File: src/rtl/acfr_pkg.sv
// shared types and constants for the averaging checksum frame receiver
package acfr_pkg;

  // framing constants
  localparam logic [7:0] START_BYTE   = 8'hFF;
  localparam logic [7:0] SLIDE_LENGTH = 8'd255;
  localparam logic [8:0] HEADER_BYTES = 9'd3;

  // running sum width and serial step count
  localparam int unsigned SUM_W  = 17;
  localparam int unsigned CNT_W  = 5;
  localparam logic [CNT_W-1:0] LAST_STEP = CNT_W'(SUM_W - 1);

  // frame length plus two header bytes gives the divisor
  localparam logic [8:0] DIV_OFFSET = 9'd2;

  // control sequencer states
  typedef enum logic [3:0] {
    ST_IDLE = 4'b0001,
    ST_ADD  = 4'b0010,
    ST_DIV  = 4'b0100,
    ST_EMIT = 4'b1000
  } acfr_state_e;

  // start request to the serial adder
  typedef struct packed {
    logic start;
    logic clear;
  } acfr_add_ctrl_t;

  // status back from a serial unit
  typedef struct packed {
    logic busy;
    logic done;
  } acfr_status_t;

endpackage

File: src/rtl/average_checksum_frame_receiver.sv
// top level: frame sequencer, header registers and result register
//
//  channel | signals                                         | transfer
//  --------+-------------------------------------------------+---------------------
//  input   | rx_byte_i, in_valid_i, in_ready_o               | valid and ready high
//  output  | payload_byte_o, carries_byte_o, frame_end_o,    | valid and ready high
//          | frame_good_o, out_valid_o, out_ready_i          |
//  config  | cfg_we_i, cfg_wdata_i (suppress delivery)       | write enable high
//
// header bytes are taken directly in idle; the length byte runs the 17-step
// bit-serial adder on the header sum; every other payload byte but the last
// runs the adder and then the result state; the last byte runs the 17-step
// serial divider and then the result state, and a zero-length frame end goes
// straight to the result state.
// reset clears the sequencer, the frame counters and the result valid.
// a result that is not yet taken stalls the sequencer only when the next
// result is ready; input bytes are taken while that result waits.
module average_checksum_frame_receiver (
  input  logic       clk_i,
  input  logic       rst_ni,
  input  logic [7:0] rx_byte_i,
  input  logic       in_valid_i,
  output logic       in_ready_o,
  output logic [7:0] payload_byte_o,
  output logic       carries_byte_o,
  output logic       frame_end_o,
  output logic       frame_good_o,
  output logic       out_valid_o,
  input  logic       out_ready_i,
  input  logic       cfg_we_i,
  input  logic       cfg_wdata_i
);

  acfr_pkg::acfr_state_e      state_q;
  logic                       suppress_q;
  logic [8:0]                 held_q;
  logic [7:0]                 first_q, second_q, len_q;
  logic [7:0]                 res_byte_q;
  logic                       res_carries_q, res_end_q, res_good_q, res_from_div_q;
  logic                       pend_q;
  logic                       out_valid_q;
  logic [7:0]                 out_byte_q;
  logic                       out_carries_q, out_end_q, out_good_q;

  logic                       accept;
  logic [8:0]                 held_p1;
  logic                       frame_last;
  logic                       zero_good;
  logic [8:0]                 divisor;
  acfr_pkg::acfr_add_ctrl_t   add_ctrl;
  logic [7:0]                 op_a, op_b, op_c;
  logic                       div_start;
  acfr_pkg::acfr_status_t     add_status, div_status;
  logic [acfr_pkg::SUM_W-1:0] sum;
  logic                       div_match;
  logic                       out_free;

  assign in_ready_o = (state_q == acfr_pkg::ST_IDLE);
  assign accept     = in_valid_i & in_ready_o;
  assign out_free   = ~out_valid_q | out_ready_i;

  // frame position and check decode
  always_comb begin
    held_p1    = held_q + 9'd1;
    frame_last = (held_p1 >= (acfr_pkg::HEADER_BYTES + {1'b0, len_q}));
    zero_good  = (({1'b0, first_q} + {1'b0, second_q}) < 9'd2);
    divisor    = {1'b0, len_q} + acfr_pkg::DIV_OFFSET;
  end

  // serial unit start requests
  always_comb begin
    add_ctrl  = '0;
    div_start = 1'b0;
    op_a      = rx_byte_i;
    op_b      = 8'd0;
    op_c      = 8'd0;
    if (accept) begin
      case (held_q)
        9'd0, 9'd1: begin
          add_ctrl = '0;
        end
        9'd2: begin
          if (rx_byte_i != acfr_pkg::SLIDE_LENGTH && rx_byte_i != 8'd0) begin
            add_ctrl.start = 1'b1;
            add_ctrl.clear = 1'b1;
            op_a           = first_q;
            op_b           = second_q;
            op_c           = rx_byte_i;
          end
        end
        default: begin
          if (frame_last) begin
            div_start = 1'b1;
          end else begin
            add_ctrl.start = 1'b1;
          end
        end
      endcase
    end
  end

  acfr_serial_add u_add (
    .clk_i    (clk_i),
    .rst_ni   (rst_ni),
    .ctrl_i   (add_ctrl),
    .op_a_i   (op_a),
    .op_b_i   (op_b),
    .op_c_i   (op_c),
    .status_o (add_status),
    .sum_o    (sum)
  );

  acfr_serial_div u_div (
    .clk_i      (clk_i),
    .rst_ni     (rst_ni),
    .start_i    (div_start),
    .dividend_i (sum),
    .divisor_i  (divisor),
    .expect_i   (rx_byte_i),
    .status_o   (div_status),
    .match_o    (div_match)
  );

  // configuration register
  always_ff @(posedge clk_i or negedge rst_ni) begin
    if (!rst_ni) begin
      suppress_q <= 1'b0;
    end else if (cfg_we_i) begin
      suppress_q <= cfg_wdata_i;
    end
  end

  // frame sequencer and header registers
  always_ff @(posedge clk_i or negedge rst_ni) begin
    if (!rst_ni) begin
      state_q        <= acfr_pkg::ST_IDLE;
      held_q         <= '0;
      first_q        <= '0;
      second_q       <= '0;
      len_q          <= '0;
      pend_q         <= 1'b0;
      res_from_div_q <= 1'b0;
    end else begin
      case (state_q)
        acfr_pkg::ST_IDLE: begin
          if (accept) begin
            case (held_q)
              9'd0: begin
                if (rx_byte_i == acfr_pkg::START_BYTE) begin
                  first_q <= rx_byte_i;
                  held_q  <= 9'd1;
                end
              end
              9'd1: begin
                second_q <= rx_byte_i;
                held_q   <= 9'd2;
              end
              9'd2: begin
                if (rx_byte_i == acfr_pkg::SLIDE_LENGTH) begin
                  first_q  <= second_q;
                  second_q <= acfr_pkg::SLIDE_LENGTH;
                end else if (rx_byte_i == 8'd0) begin
                  len_q          <= rx_byte_i;
                  held_q         <= '0;
                  res_from_div_q <= 1'b0;
                  state_q        <= acfr_pkg::ST_EMIT;
                end else begin
                  len_q   <= rx_byte_i;
                  held_q  <= acfr_pkg::HEADER_BYTES;
                  pend_q  <= 1'b0;
                  state_q <= acfr_pkg::ST_ADD;
                end
              end
              default: begin
                if (frame_last) begin
                  held_q         <= '0;
                  res_from_div_q <= 1'b1;
                  state_q        <= acfr_pkg::ST_DIV;
                end else begin
                  held_q         <= held_p1;
                  pend_q         <= 1'b1;
                  res_from_div_q <= 1'b0;
                  state_q        <= acfr_pkg::ST_ADD;
                end
              end
            endcase
          end
        end
        acfr_pkg::ST_ADD: begin
          if (add_status.done) begin
            state_q <= pend_q ? acfr_pkg::ST_EMIT : acfr_pkg::ST_IDLE;
          end
        end
        acfr_pkg::ST_DIV: begin
          if (div_status.done) begin
            state_q <= acfr_pkg::ST_EMIT;
          end
        end
        acfr_pkg::ST_EMIT: begin
          if (suppress_q || out_free) begin
            state_q <= acfr_pkg::ST_IDLE;
          end
        end
        default: begin
          state_q <= acfr_pkg::ST_IDLE;
        end
      endcase
    end
  end

  // pending result fields
  always_ff @(posedge clk_i) begin
    if (accept && held_q == 9'd2) begin
      res_byte_q    <= 8'd0;
      res_carries_q <= 1'b0;
      res_end_q     <= 1'b1;
      res_good_q    <= zero_good;
    end else if (accept) begin
      res_byte_q    <= rx_byte_i;
      res_carries_q <= 1'b1;
      res_end_q     <= frame_last;
      res_good_q    <= 1'b0;
    end else if (state_q == acfr_pkg::ST_DIV && div_status.done && res_from_div_q) begin
      res_good_q <= div_match;
    end
  end

  // output register
  always_ff @(posedge clk_i or negedge rst_ni) begin
    if (!rst_ni) begin
      out_valid_q <= 1'b0;
    end else if (state_q == acfr_pkg::ST_EMIT && !suppress_q && out_free) begin
      out_valid_q <= 1'b1;
    end else if (out_ready_i) begin
      out_valid_q <= 1'b0;
    end
  end

  always_ff @(posedge clk_i) begin
    if (state_q == acfr_pkg::ST_EMIT && !suppress_q && out_free) begin
      out_byte_q    <= res_byte_q;
      out_carries_q <= res_carries_q;
      out_end_q     <= res_end_q;
      out_good_q    <= res_good_q;
    end
  end

  assign out_valid_o    = out_valid_q;
  assign payload_byte_o = out_byte_q;
  assign carries_byte_o = out_carries_q;
  assign frame_end_o    = out_end_q;
  assign frame_good_o   = out_good_q;

endmodule

File: src/rtl/acfr_serial_add.sv
// bit-serial accumulator: adds up to three bytes into the running sum
module acfr_serial_add (
  input  logic                       clk_i,
  input  logic                       rst_ni,
  input  acfr_pkg::acfr_add_ctrl_t   ctrl_i,
  input  logic [7:0]                 op_a_i,
  input  logic [7:0]                 op_b_i,
  input  logic [7:0]                 op_c_i,
  output acfr_pkg::acfr_status_t     status_o,
  output logic [acfr_pkg::SUM_W-1:0] sum_o
);

  logic [acfr_pkg::SUM_W-1:0] acc_q, acc_d;
  logic [7:0]                 opa_q, opb_q, opc_q;
  logic [1:0]                 carry_q;
  logic [acfr_pkg::CNT_W-1:0] cnt_q;
  logic                       busy_q, done_q, clr_q;
  logic                       acc_bit;
  logic [2:0]                 total;

  // one bit of the sum per cycle, lsb first
  always_comb begin
    acc_bit = acc_q[0] & ~clr_q;
    total   = {2'b00, acc_bit} + {2'b00, opa_q[0]} + {2'b00, opb_q[0]}
            + {2'b00, opc_q[0]} + {1'b0, carry_q};
    acc_d   = {total[0], acc_q[acfr_pkg::SUM_W-1:1]};
  end

  // step counter and handshake flags
  always_ff @(posedge clk_i or negedge rst_ni) begin
    if (!rst_ni) begin
      busy_q <= 1'b0;
      done_q <= 1'b0;
      clr_q  <= 1'b0;
      cnt_q  <= '0;
    end else begin
      done_q <= 1'b0;
      if (ctrl_i.start) begin
        busy_q <= 1'b1;
        clr_q  <= ctrl_i.clear;
        cnt_q  <= '0;
      end else if (busy_q) begin
        cnt_q <= cnt_q + 1'b1;
        if (cnt_q == acfr_pkg::LAST_STEP) begin
          busy_q <= 1'b0;
          done_q <= 1'b1;
        end
      end
    end
  end

  // accumulator and operand shift registers
  always_ff @(posedge clk_i or negedge rst_ni) begin
    if (!rst_ni) begin
      acc_q <= '0;
    end else if (busy_q && !ctrl_i.start) begin
      acc_q <= acc_d;
    end
  end

  always_ff @(posedge clk_i) begin
    if (ctrl_i.start) begin
      opa_q   <= op_a_i;
      opb_q   <= op_b_i;
      opc_q   <= op_c_i;
      carry_q <= 2'b00;
    end else if (busy_q) begin
      opa_q   <= {1'b0, opa_q[7:1]};
      opb_q   <= {1'b0, opb_q[7:1]};
      opc_q   <= {1'b0, opc_q[7:1]};
      carry_q <= total[2:1];
    end
  end

  assign status_o.busy = busy_q;
  assign status_o.done = done_q;
  assign sum_o         = acc_q;

endmodule

File: src/rtl/acfr_serial_div.sv
// restoring divider, one quotient bit per cycle, compares quotient with the check byte
module acfr_serial_div (
  input  logic                       clk_i,
  input  logic                       rst_ni,
  input  logic                       start_i,
  input  logic [acfr_pkg::SUM_W-1:0] dividend_i,
  input  logic [8:0]                 divisor_i,
  input  logic [7:0]                 expect_i,
  output acfr_pkg::acfr_status_t     status_o,
  output logic                       match_o
);

  logic [acfr_pkg::SUM_W-1:0] dq_q;
  logic [8:0]                 rem_q, div_q;
  logic [7:0]                 exp_q;
  logic [acfr_pkg::CNT_W-1:0] cnt_q;
  logic                       busy_q, done_q;
  logic [9:0]                 trial, diff;
  logic                       q_bit;
  logic [8:0]                 rem_d;

  // trial subtraction of the shifted remainder
  always_comb begin
    trial = {rem_q, dq_q[acfr_pkg::SUM_W-1]};
    diff  = trial - {1'b0, div_q};
    q_bit = (trial >= {1'b0, div_q});
    rem_d = q_bit ? diff[8:0] : trial[8:0];
  end

  // step counter and handshake flags
  always_ff @(posedge clk_i or negedge rst_ni) begin
    if (!rst_ni) begin
      busy_q <= 1'b0;
      done_q <= 1'b0;
      cnt_q  <= '0;
    end else begin
      done_q <= 1'b0;
      if (start_i) begin
        busy_q <= 1'b1;
        cnt_q  <= '0;
      end else if (busy_q) begin
        cnt_q <= cnt_q + 1'b1;
        if (cnt_q == acfr_pkg::LAST_STEP) begin
          busy_q <= 1'b0;
          done_q <= 1'b1;
        end
      end
    end
  end

  // dividend shifts out at the top, quotient shifts in at the bottom
  always_ff @(posedge clk_i) begin
    if (start_i) begin
      dq_q  <= dividend_i;
      rem_q <= '0;
      div_q <= divisor_i;
      exp_q <= expect_i;
    end else if (busy_q) begin
      dq_q  <= {dq_q[acfr_pkg::SUM_W-2:0], q_bit};
      rem_q <= rem_d;
    end
  end

  assign status_o.busy = busy_q;
  assign status_o.done = done_q;
  assign match_o       = (dq_q == {{(acfr_pkg::SUM_W-8){1'b0}}, exp_q});

endmodule
File: config.mk
export PLATFORM = sky130hd
export DESIGN_NAME = average_checksum_frame_receiver
export DESIGN_NICKNAME = d
export VERILOG_FILES = /design/src/rtl/acfr_pkg.sv /design/src/rtl/average_checksum_frame_receiver.sv /design/src/rtl/acfr_serial_add.sv /design/src/rtl/acfr_serial_div.sv
export SDC_FILE = /design/constraint.sdc
export NUM_CORES = 1
export LEC_CHECK = 0
export ABC_CLOCK_PERIOD_IN_PS = 7250
export BUFFER_PORTS_ARGS = -buffer_cell sky130_fd_sc_hd__buf_2
export CORE_ASPECT_RATIO = 0.7
export CORE_MARGIN = 10
export CORE_UTILIZATION = 48
export DETAILED_ROUTE_END_ITERATION = 8
export GPL_TIMING_DRIVEN = 0
export PLACE_DENSITY = 0.66
export SLEW_MARGIN = 10
export SYNTH_ARGS = -nofsm -noshare
export SYNTH_HDL_FRONTEND = slang
export SYNTH_SLANG_ARGS = --single-unit
File: constraint.sdc
create_clock -name clk_i -period 7.25 [get_ports clk_i]
set_input_delay 0.3625 -clock clk_i [delete_from_list [all_inputs] [get_ports clk_i]]
set_output_delay 0.3625 -clock clk_i [all_outputs]
set_load 0.02 [all_outputs]
==> results of run 1 <==
critical path: stages, from the launching register on:
cell and delay [ns]:
dfrtp_1 0.47, ha_1 0.28, and3_1 0.27, nand3_1 0.12, xnor2_1 0.23, ha_1 0.28, nand2_1 0.09, nor2_1 0.05
a211oi_1 0.33, o21a_1 0.44, clkbuf_1 0.55, a21oi_2 0.26, nand2b_1 0.87
synth_stat cells, types with 9 or more instances:
cell type  number
nand3_1        22
edfxtp_1       70
ha_1           39
mux2i_1        16
dfrtp_1        72
xnor2_1        22
o21ai_0        36
mux2_2         25
mux2_4         12
a31oi_1        10
nor3_1         13
nand2_1        64
nand4_1        10
o22a_1         10
a21oi_1        21
a22o_1         20
nand2b_1        9
mux2_1          9
and2_1         10
nor2_1         44
a211oi_1       11
clkbuf_1       13
inv_1          37
dfxtp_1        21
xor2_1         17
routing by layer:
layer / vias to the layer above / wire (microns)
met4: 0 / 263
met1: 2986 / 9420
met5: - / 0
li1: 2813 / -
met3: 21 / 948
met2: 146 / 8730
report_power, final:
| group | total, mW | switching, mW | internal, mW |
|---|---|---|---|
| sequential | 1.59 | 0.249 | 1.34 |
| combinational | 1.72 | 0.936 | 0.789 |
| clock | 0.888 | 0.380 | 0.507 |
kinds of logic (layout without fill, tap and decap cells):
family	after synthesis	after routing
flops	164	164
compound gates	147	147
fa+ha+maj	43	43
buf+inv	64	125
xor+xnor	39	39
simple gates	224	224
mux	62	62
worst paths after layout:
path                                from                 to  slack, ns  depth (start not counted)
max in group asynchronous         rst_ni     u_div.cnt_q[1]       6.30                          3
setup / recovery               held_q[0]     u_add.opb_q[5]       2.61                         12
min in group asynchronous         rst_ni         first_q[6]       0.35                          2
hold reg to reg            res_byte_q[7]  payload_byte_o[7]       0.43                          0
hold / removal               out_ready_i        out_valid_o       0.13                          2
setup reg to reg               held_q[0]     u_add.opb_q[5]       2.61                         12
cell usage in the layout, fill, tap and decap left out, types with 9 or more instances in the layout:
cell type,instances
a211oi_1,11
a21oi_1,20
a22o_1,20
a31oi_1,10
and2_1,10
buf_2,29
clkbuf_1,15
clkbuf_16,17
dfrtp_1,72
dfxtp_1,21
edfxtp_1,70
ha_1,39
inv_1,37
mux2_1,9
mux2_2,25
mux2_4,12
mux2i_1,16
nand2_1,64
nand2b_1,9
nand3_1,22
nand4_1,10
nor2_1,44
nor3_1,13
o21ai_0,35
o22a_1,10
xnor2_1,22
xor2_1,17
final cells by class:
type                    instances  area, sq um  area share [%]
well taps                     231          289            3.03
multi-input cells             515         3870            40.5
clock inverters                13          133            1.39
flip-flops and latches        164         4350            45.5
inverters                      37          139            1.45
clock buffers                  19          433            4.53
plain buffers                  27          158            1.65
repair buffers                 29          185            1.94
state kept, by name (all words and copies together), names as in the netlist, 2 cells and up:
signal / cells
state_q: 4
u_div.dq_q: 17
res_byte_q: 8
first_q: 8
u_add.sum_o: 17
payload_byte_o: 8
u_div.cnt_q: 5
u_add.carry_q: 2
u_add.opb_q: 8
u_div.rem_q: 9
u_add.opa_q: 8
second_q: 8
held_q: 9
len_q: 8
u_div.div_q: 9
u_add.opc_q: 8
u_add.cnt_q: 5
u_div.exp_q: 8
metrics by stage:
| step | std cells | hold slack, ns |
|---|---|---|
| finish | 1035 | 0.125 |
| detailed placement | 1002 | 0.275 |
| CTS | 1035 | 0.122 |
| floorplan | 743 | 0.0669 |
| global route | 1035 | 0.134 |
| global placement | 1000 | 0.417 |
==> impl_metrics.env, run 1 <==
export IMPL_vias=5966
export IMPL_grt_pass1_vias=5878
export IMPL_synthTopCellsByArea="edfxtp_1 25%, dfrtp_1 21%, ha_1 5.7%, dfxtp_1 4.9%, mux2_2 3.3%"
export IMPL_nets=848
export IMPL_use_met2_pct=25.0
export IMPL_dr_pass1_iters=5
export IMPL_crit_type="reg -> reg"
export IMPL_drv_slew=0
export IMPL_vdd_drop_max_uv=189
export IMPL_syn_area_sq_um=8500
export IMPL_place_ws_ns=2.58
export IMPL_crit_required_ns=7.30
export IMPL_grt_antenna_before_repair=0
export IMPL_synth_ff_type="dfrtp_1"
export IMPL_async_flop_share_pct=44.5
export IMPL_synth_mux_area_share_pct=8.50
export IMPL_routabilityCongestion=0.889
export IMPL_drt_iter0_drc=514
export IMPL_layout_setup_ws_ns=2.61
export IMPL_crit_fanout=24
export IMPL_port_buffers=26
export IMPL_syn_area_per_cell_sq_um=11.4
export IMPL_outcome="finished, final reports clean"
export IMPL_rsz0062_at_grt="no"
export IMPL_grt_use_met3_pct=3.46
export IMPL_insertion_delay_ns=0.44
export IMPL_die_y_microns=131
export IMPL_fmax_mhz=215
export IMPL_yosysSeqAreaShare_pct=51.2
export IMPL_synth_compound_area_share_pct=12.0
export IMPL_rows=40
export IMPL_synth_simple_area_share_pct=14.2
export IMPL_cts_resized_gates=0
export IMPL_yosys_area_share_adder_pct=6.68
export IMPL_grt_pass1_wl_microns=31900
export IMPL_remaining_drc_errors=0
export IMPL_core_area_sq_um=17300
export IMPL_path_clk_slew_ns=0.07
export IMPL_hold_path_class="in -> reg"
export IMPL_ys_seq_elements=164
export IMPL_io_pins=27
export IMPL_htreeDepth=4
export IMPL_cts_tree="yes"
export IMPL_numCtsBuffers=17
export IMPL_cts_root_buf="clkbuf_16"
export IMPL_dpl_instance_area_sq_um=8970
export IMPL_cts_max_path_buffers=2
export IMPL_yosysWarnings=0
export IMPL_power_leakage_nw=4.07
export IMPL_die_area_sq_um=23500
export IMPL_grt_max_degree=57
export IMPL_post_drt_wl_per_cell_microns=18.7
export IMPL_synth_top_area_share_pct=24.7
export IMPL_final_core_util_pct=55.3
export IMPL_finalPower_mw=4.21
export IMPL_post_cts_setup_buffers=0
export IMPL_power_density_nw_per_um2=440
export IMPL_dp_hpwl_microns=14000
export IMPL_syn_to_final_growth_pct=12.3
export IMPL_antenna_left=0
export IMPL_post_drt_via_cell_ratio=5.76
export IMPL_wl_microns=19400
export IMPL_slew_headroom_pct=24.1
export IMPL_cap_violations=0
export IMPL_synth_xor_area_share_pct=4.02
export IMPL_synth_top_family_by_area="simple AND/OR/NAND/NOR gates"
export IMPL_startpoint_type="flop"
export IMPL_setup_tns_ns=0
export IMPL_hold_violations=0
export IMPL_fp_dieW_microns=179
export IMPL_drive_gt1_share_pct=15.7
export IMPL_cp_end_kind="flop"
export IMPL_busiest_layer="met2"
export IMPL_syn_num_nets=800
export IMPL_synthCells=743
export IMPL_synth_top_area_cell="edfxtp_1"
export IMPL_grt_util_met1_pct=24.8
export IMPL_track_usage_pct=17.0
export IMPL_fin_skew_ns=0.0150
export IMPL_synth_edff_count=70
export IMPL_setup_viol=0
export IMPL_start_util_pct=49.3
export IMPL_arrival_ns=4.69
export IMPL_fill_cells=1470
export IMPL_synth_cell_types=75
export IMPL_finalCriticalPeriod_ns=4.64
export IMPL_grt_ovfl_total=0
export IMPL_antennaDiodeCount=0
export IMPL_cts_sinks=164
export IMPL_timing_final_crit_share_pct=64.0
export IMPL_design_area_sq_um=9550
export IMPL_tightest_slew_ns=1.14
export IMPL_ctsHoldBuffers=1
No activity file was read; power rests on OpenSTA's default activity.
==> inputs of run 2 (changes only) <==
--- a/config.mk
+++ b/config.mk
@@ -5,7 +5,7 @@
 export SDC_FILE = /design/constraint.sdc
 export NUM_CORES = 1
 export LEC_CHECK = 0
-export ABC_CLOCK_PERIOD_IN_PS = 7250
+export ABC_CLOCK_PERIOD_IN_PS = 4900
 export BUFFER_PORTS_ARGS = -buffer_cell sky130_fd_sc_hd__buf_2
 export CORE_ASPECT_RATIO = 0.7
 export CORE_MARGIN = 10
==> constraint.sdc (replaced) <==
create_clock -name clk_i -period 4.9 [get_ports clk_i]
set_input_delay 0.245 -clock clk_i [delete_from_list [all_inputs] [get_ports clk_i]]
set_output_delay 0.245 -clock clk_i [all_outputs]
set_load 0.02 [all_outputs]
==> run 2 against run 1 <==
Compared with the run above:
- global-route usage did not move
- total power grew 48%
- routed wire length barely moved
- clock skew about the same
==> impl_metrics.env, run 2 (synthesis results as in run 1) <==
export IMPL_die_area_sq_um=23500
export IMPL_numCtsBuffers=17
export IMPL_cts_root_buf="clkbuf_16"
export IMPL_slew_headroom_pct=37.3
export IMPL_cap_violations=0
export IMPL_dp_cells=1002
export IMPL_io_pins=27
export IMPL_finalCriticalPeriod_ns=4.28
export IMPL_rows=40
export IMPL_vias=5977
export IMPL_fin_skew_ns=0.0151
export IMPL_cts_tree="yes"
export IMPL_insertion_delay_ns=0.44
export IMPL_dr_pass1_iters=5
export IMPL_grt_antenna_before_repair=0
export IMPL_core_area_sq_um=17300
export IMPL_drive_gt1_share_pct=15.8
export IMPL_cts_max_path_buffers=2
export IMPL_wl_microns=19400
export IMPL_outcome="finished, final reports clean"
export IMPL_grt_pass1_wl_microns=31900
export IMPL_power_density_nw_per_um2=651
export IMPL_startpoint_type="flop"
export IMPL_start_util_pct=49.3
export IMPL_crit_required_ns=4.97
export IMPL_post_drt_wl_per_cell_microns=18.7
export IMPL_rsz0062_at_grt="no"
export IMPL_crit_type="reg -> reg"
export IMPL_instances_no_fill=1035
export IMPL_htreeDepth=4
export IMPL_grt_pass1_vias=5878
export IMPL_grt_max_degree=57
export IMPL_dp_hpwl_microns=14000
export IMPL_setup_viol=0
export IMPL_nets=848
export IMPL_fp_dieW_microns=179
export IMPL_fill_cells=1468
export IMPL_cp_end_kind="flop"
export IMPL_routabilityCongestion=0.889
export IMPL_drv_slew=0
export IMPL_antennaDiodeCount=0
export IMPL_track_usage_pct=17.0
export IMPL_design_area_sq_um=9560
export IMPL_grt_ovfl_total=0
export IMPL_syn_to_final_growth_pct=12.4
export IMPL_multiInputGateArea_sq_um=3870
export IMPL_layout_commonest_cell="dfrtp_1"
export IMPL_drt_iter0_drc=517
export IMPL_timing_final_crit_share_pct=87.4
export IMPL_cts_sinks=164
export IMPL_crit_fanout=24
export IMPL_post_drt_via_cell_ratio=5.77
export IMPL_finalPower_mw=6.22
export IMPL_antenna_left=0
export IMPL_arrival_ns=4.35
export IMPL_fmax_mhz=234
export IMPL_layout_common_cells="72 x dfrtp_1, 70 x edfxtp_1, 64 x nand2_1"
export IMPL_path_clk_slew_ns=0.07
export IMPL_power_leakage_nw=4.07
export IMPL_dpl_instance_area_sq_um=8970
export IMPL_port_buffers=26
export IMPL_vdd_drop_max_uv=279
export IMPL_regArea_sq_um=4350
export IMPL_die_y_microns=131
export IMPL_hold_violations=0
export IMPL_final_core_util_pct=55.3
export IMPL_remaining_drc_errors=0
export IMPL_tightest_slew_ns=0.937
export IMPL_hold_path_class="in -> reg"
run 2: changes by cell type in the layout (fill, tap and decap cells not counted):
cell / before / now
nand2b_1: 9 / 8
nand2b_2: 0 / 1
run 2: area by class of cell:
cell class	count	share of cell area, %
plain buffers	27	1.65
clock buffers	19	4.53
well taps	231	3.02
repair buffers	29	1.94
flip-flops and latches	164	45.5
clock inverters	13	1.39
inverters	37	1.45
multi-input cells	515	40.5
run 2: through the flow:
step	hold WS, ns	setup WS (ns)	TNS [ns]
after detailed placement	0.157	0.228	0
after floorplan	-0.0506	0.971	0
after global placement	0.417	-0.109	-1.83
final	0.00767	0.619	0
after global routing	0.0167	0.253	0
after CTS	0.00496	0.221	0
run 2: report_power, final:
group	switching, mW	total (mW)	internal (mW)	leakage [nW]
clock	0.563	1.31	0.750	0.275
sequential	0.369	2.36	1.99	1.78
combinational	1.39	2.55	1.17	2.02
total	2.32	6.22	3.91	4.07
run 2: final timing paths:
kind | startpoint | end | slack [ns] | depth (start not counted)
worst max-delay path | held_q[0] | u_add.opb_q[5] | 0.62 | 12
worst min-delay path | out_ready_i | out_valid_o | 0.008 | 2
worst max register to register | held_q[0] | u_add.opb_q[5] | 0.62 | 12
worst min register to register | res_byte_q[7] | payload_byte_o[7] | 0.43 | 0
max in group asynchronous | rst_ni | state_q[0] | 4.07 | 3
min in group asynchronous | rst_ni | first_q[6] | 0.24 | 2
run 2: per-layer routing:
| layer | up-vias | wire length, microns | global-route usage [%] |
|---|---|---|---|
| met1 | 2997 | 9430 | 24.8 |
| li1 | 2811 | - | - |
| met3 | 23 | 943 | 3.46 |
| met2 | 146 | 8720 | 25.0 |
| met4 | 0 | 272 | 4.82 |
| met5 | - | 0 | 0 |
run 2: worst max-delay path, stage by stage, from the launching register on:
cell      delay, ns
dfrtp_1        0.47
ha_1           0.28
and3_1         0.27
nand3_1        0.12
xnor2_1        0.23
ha_1           0.28
nand2_1        0.09
nor2_1         0.05
a211oi_1       0.33
o21a_1         0.44
clkbuf_1       0.55
a21oi_2        0.28
nand2b_2       0.52
run 2: repair_timing:
| action | 4_1_cts | 5_1_grt |
|---|---|---|
| endpoints found under the setup margin | 0 | 24 |
| hold endpoints to repair | 17 | 0 |
| setup buffers | 0 | 0 |
| hold buffers | 1 | 0 |
| gates resized for setup | 0 | 1 |
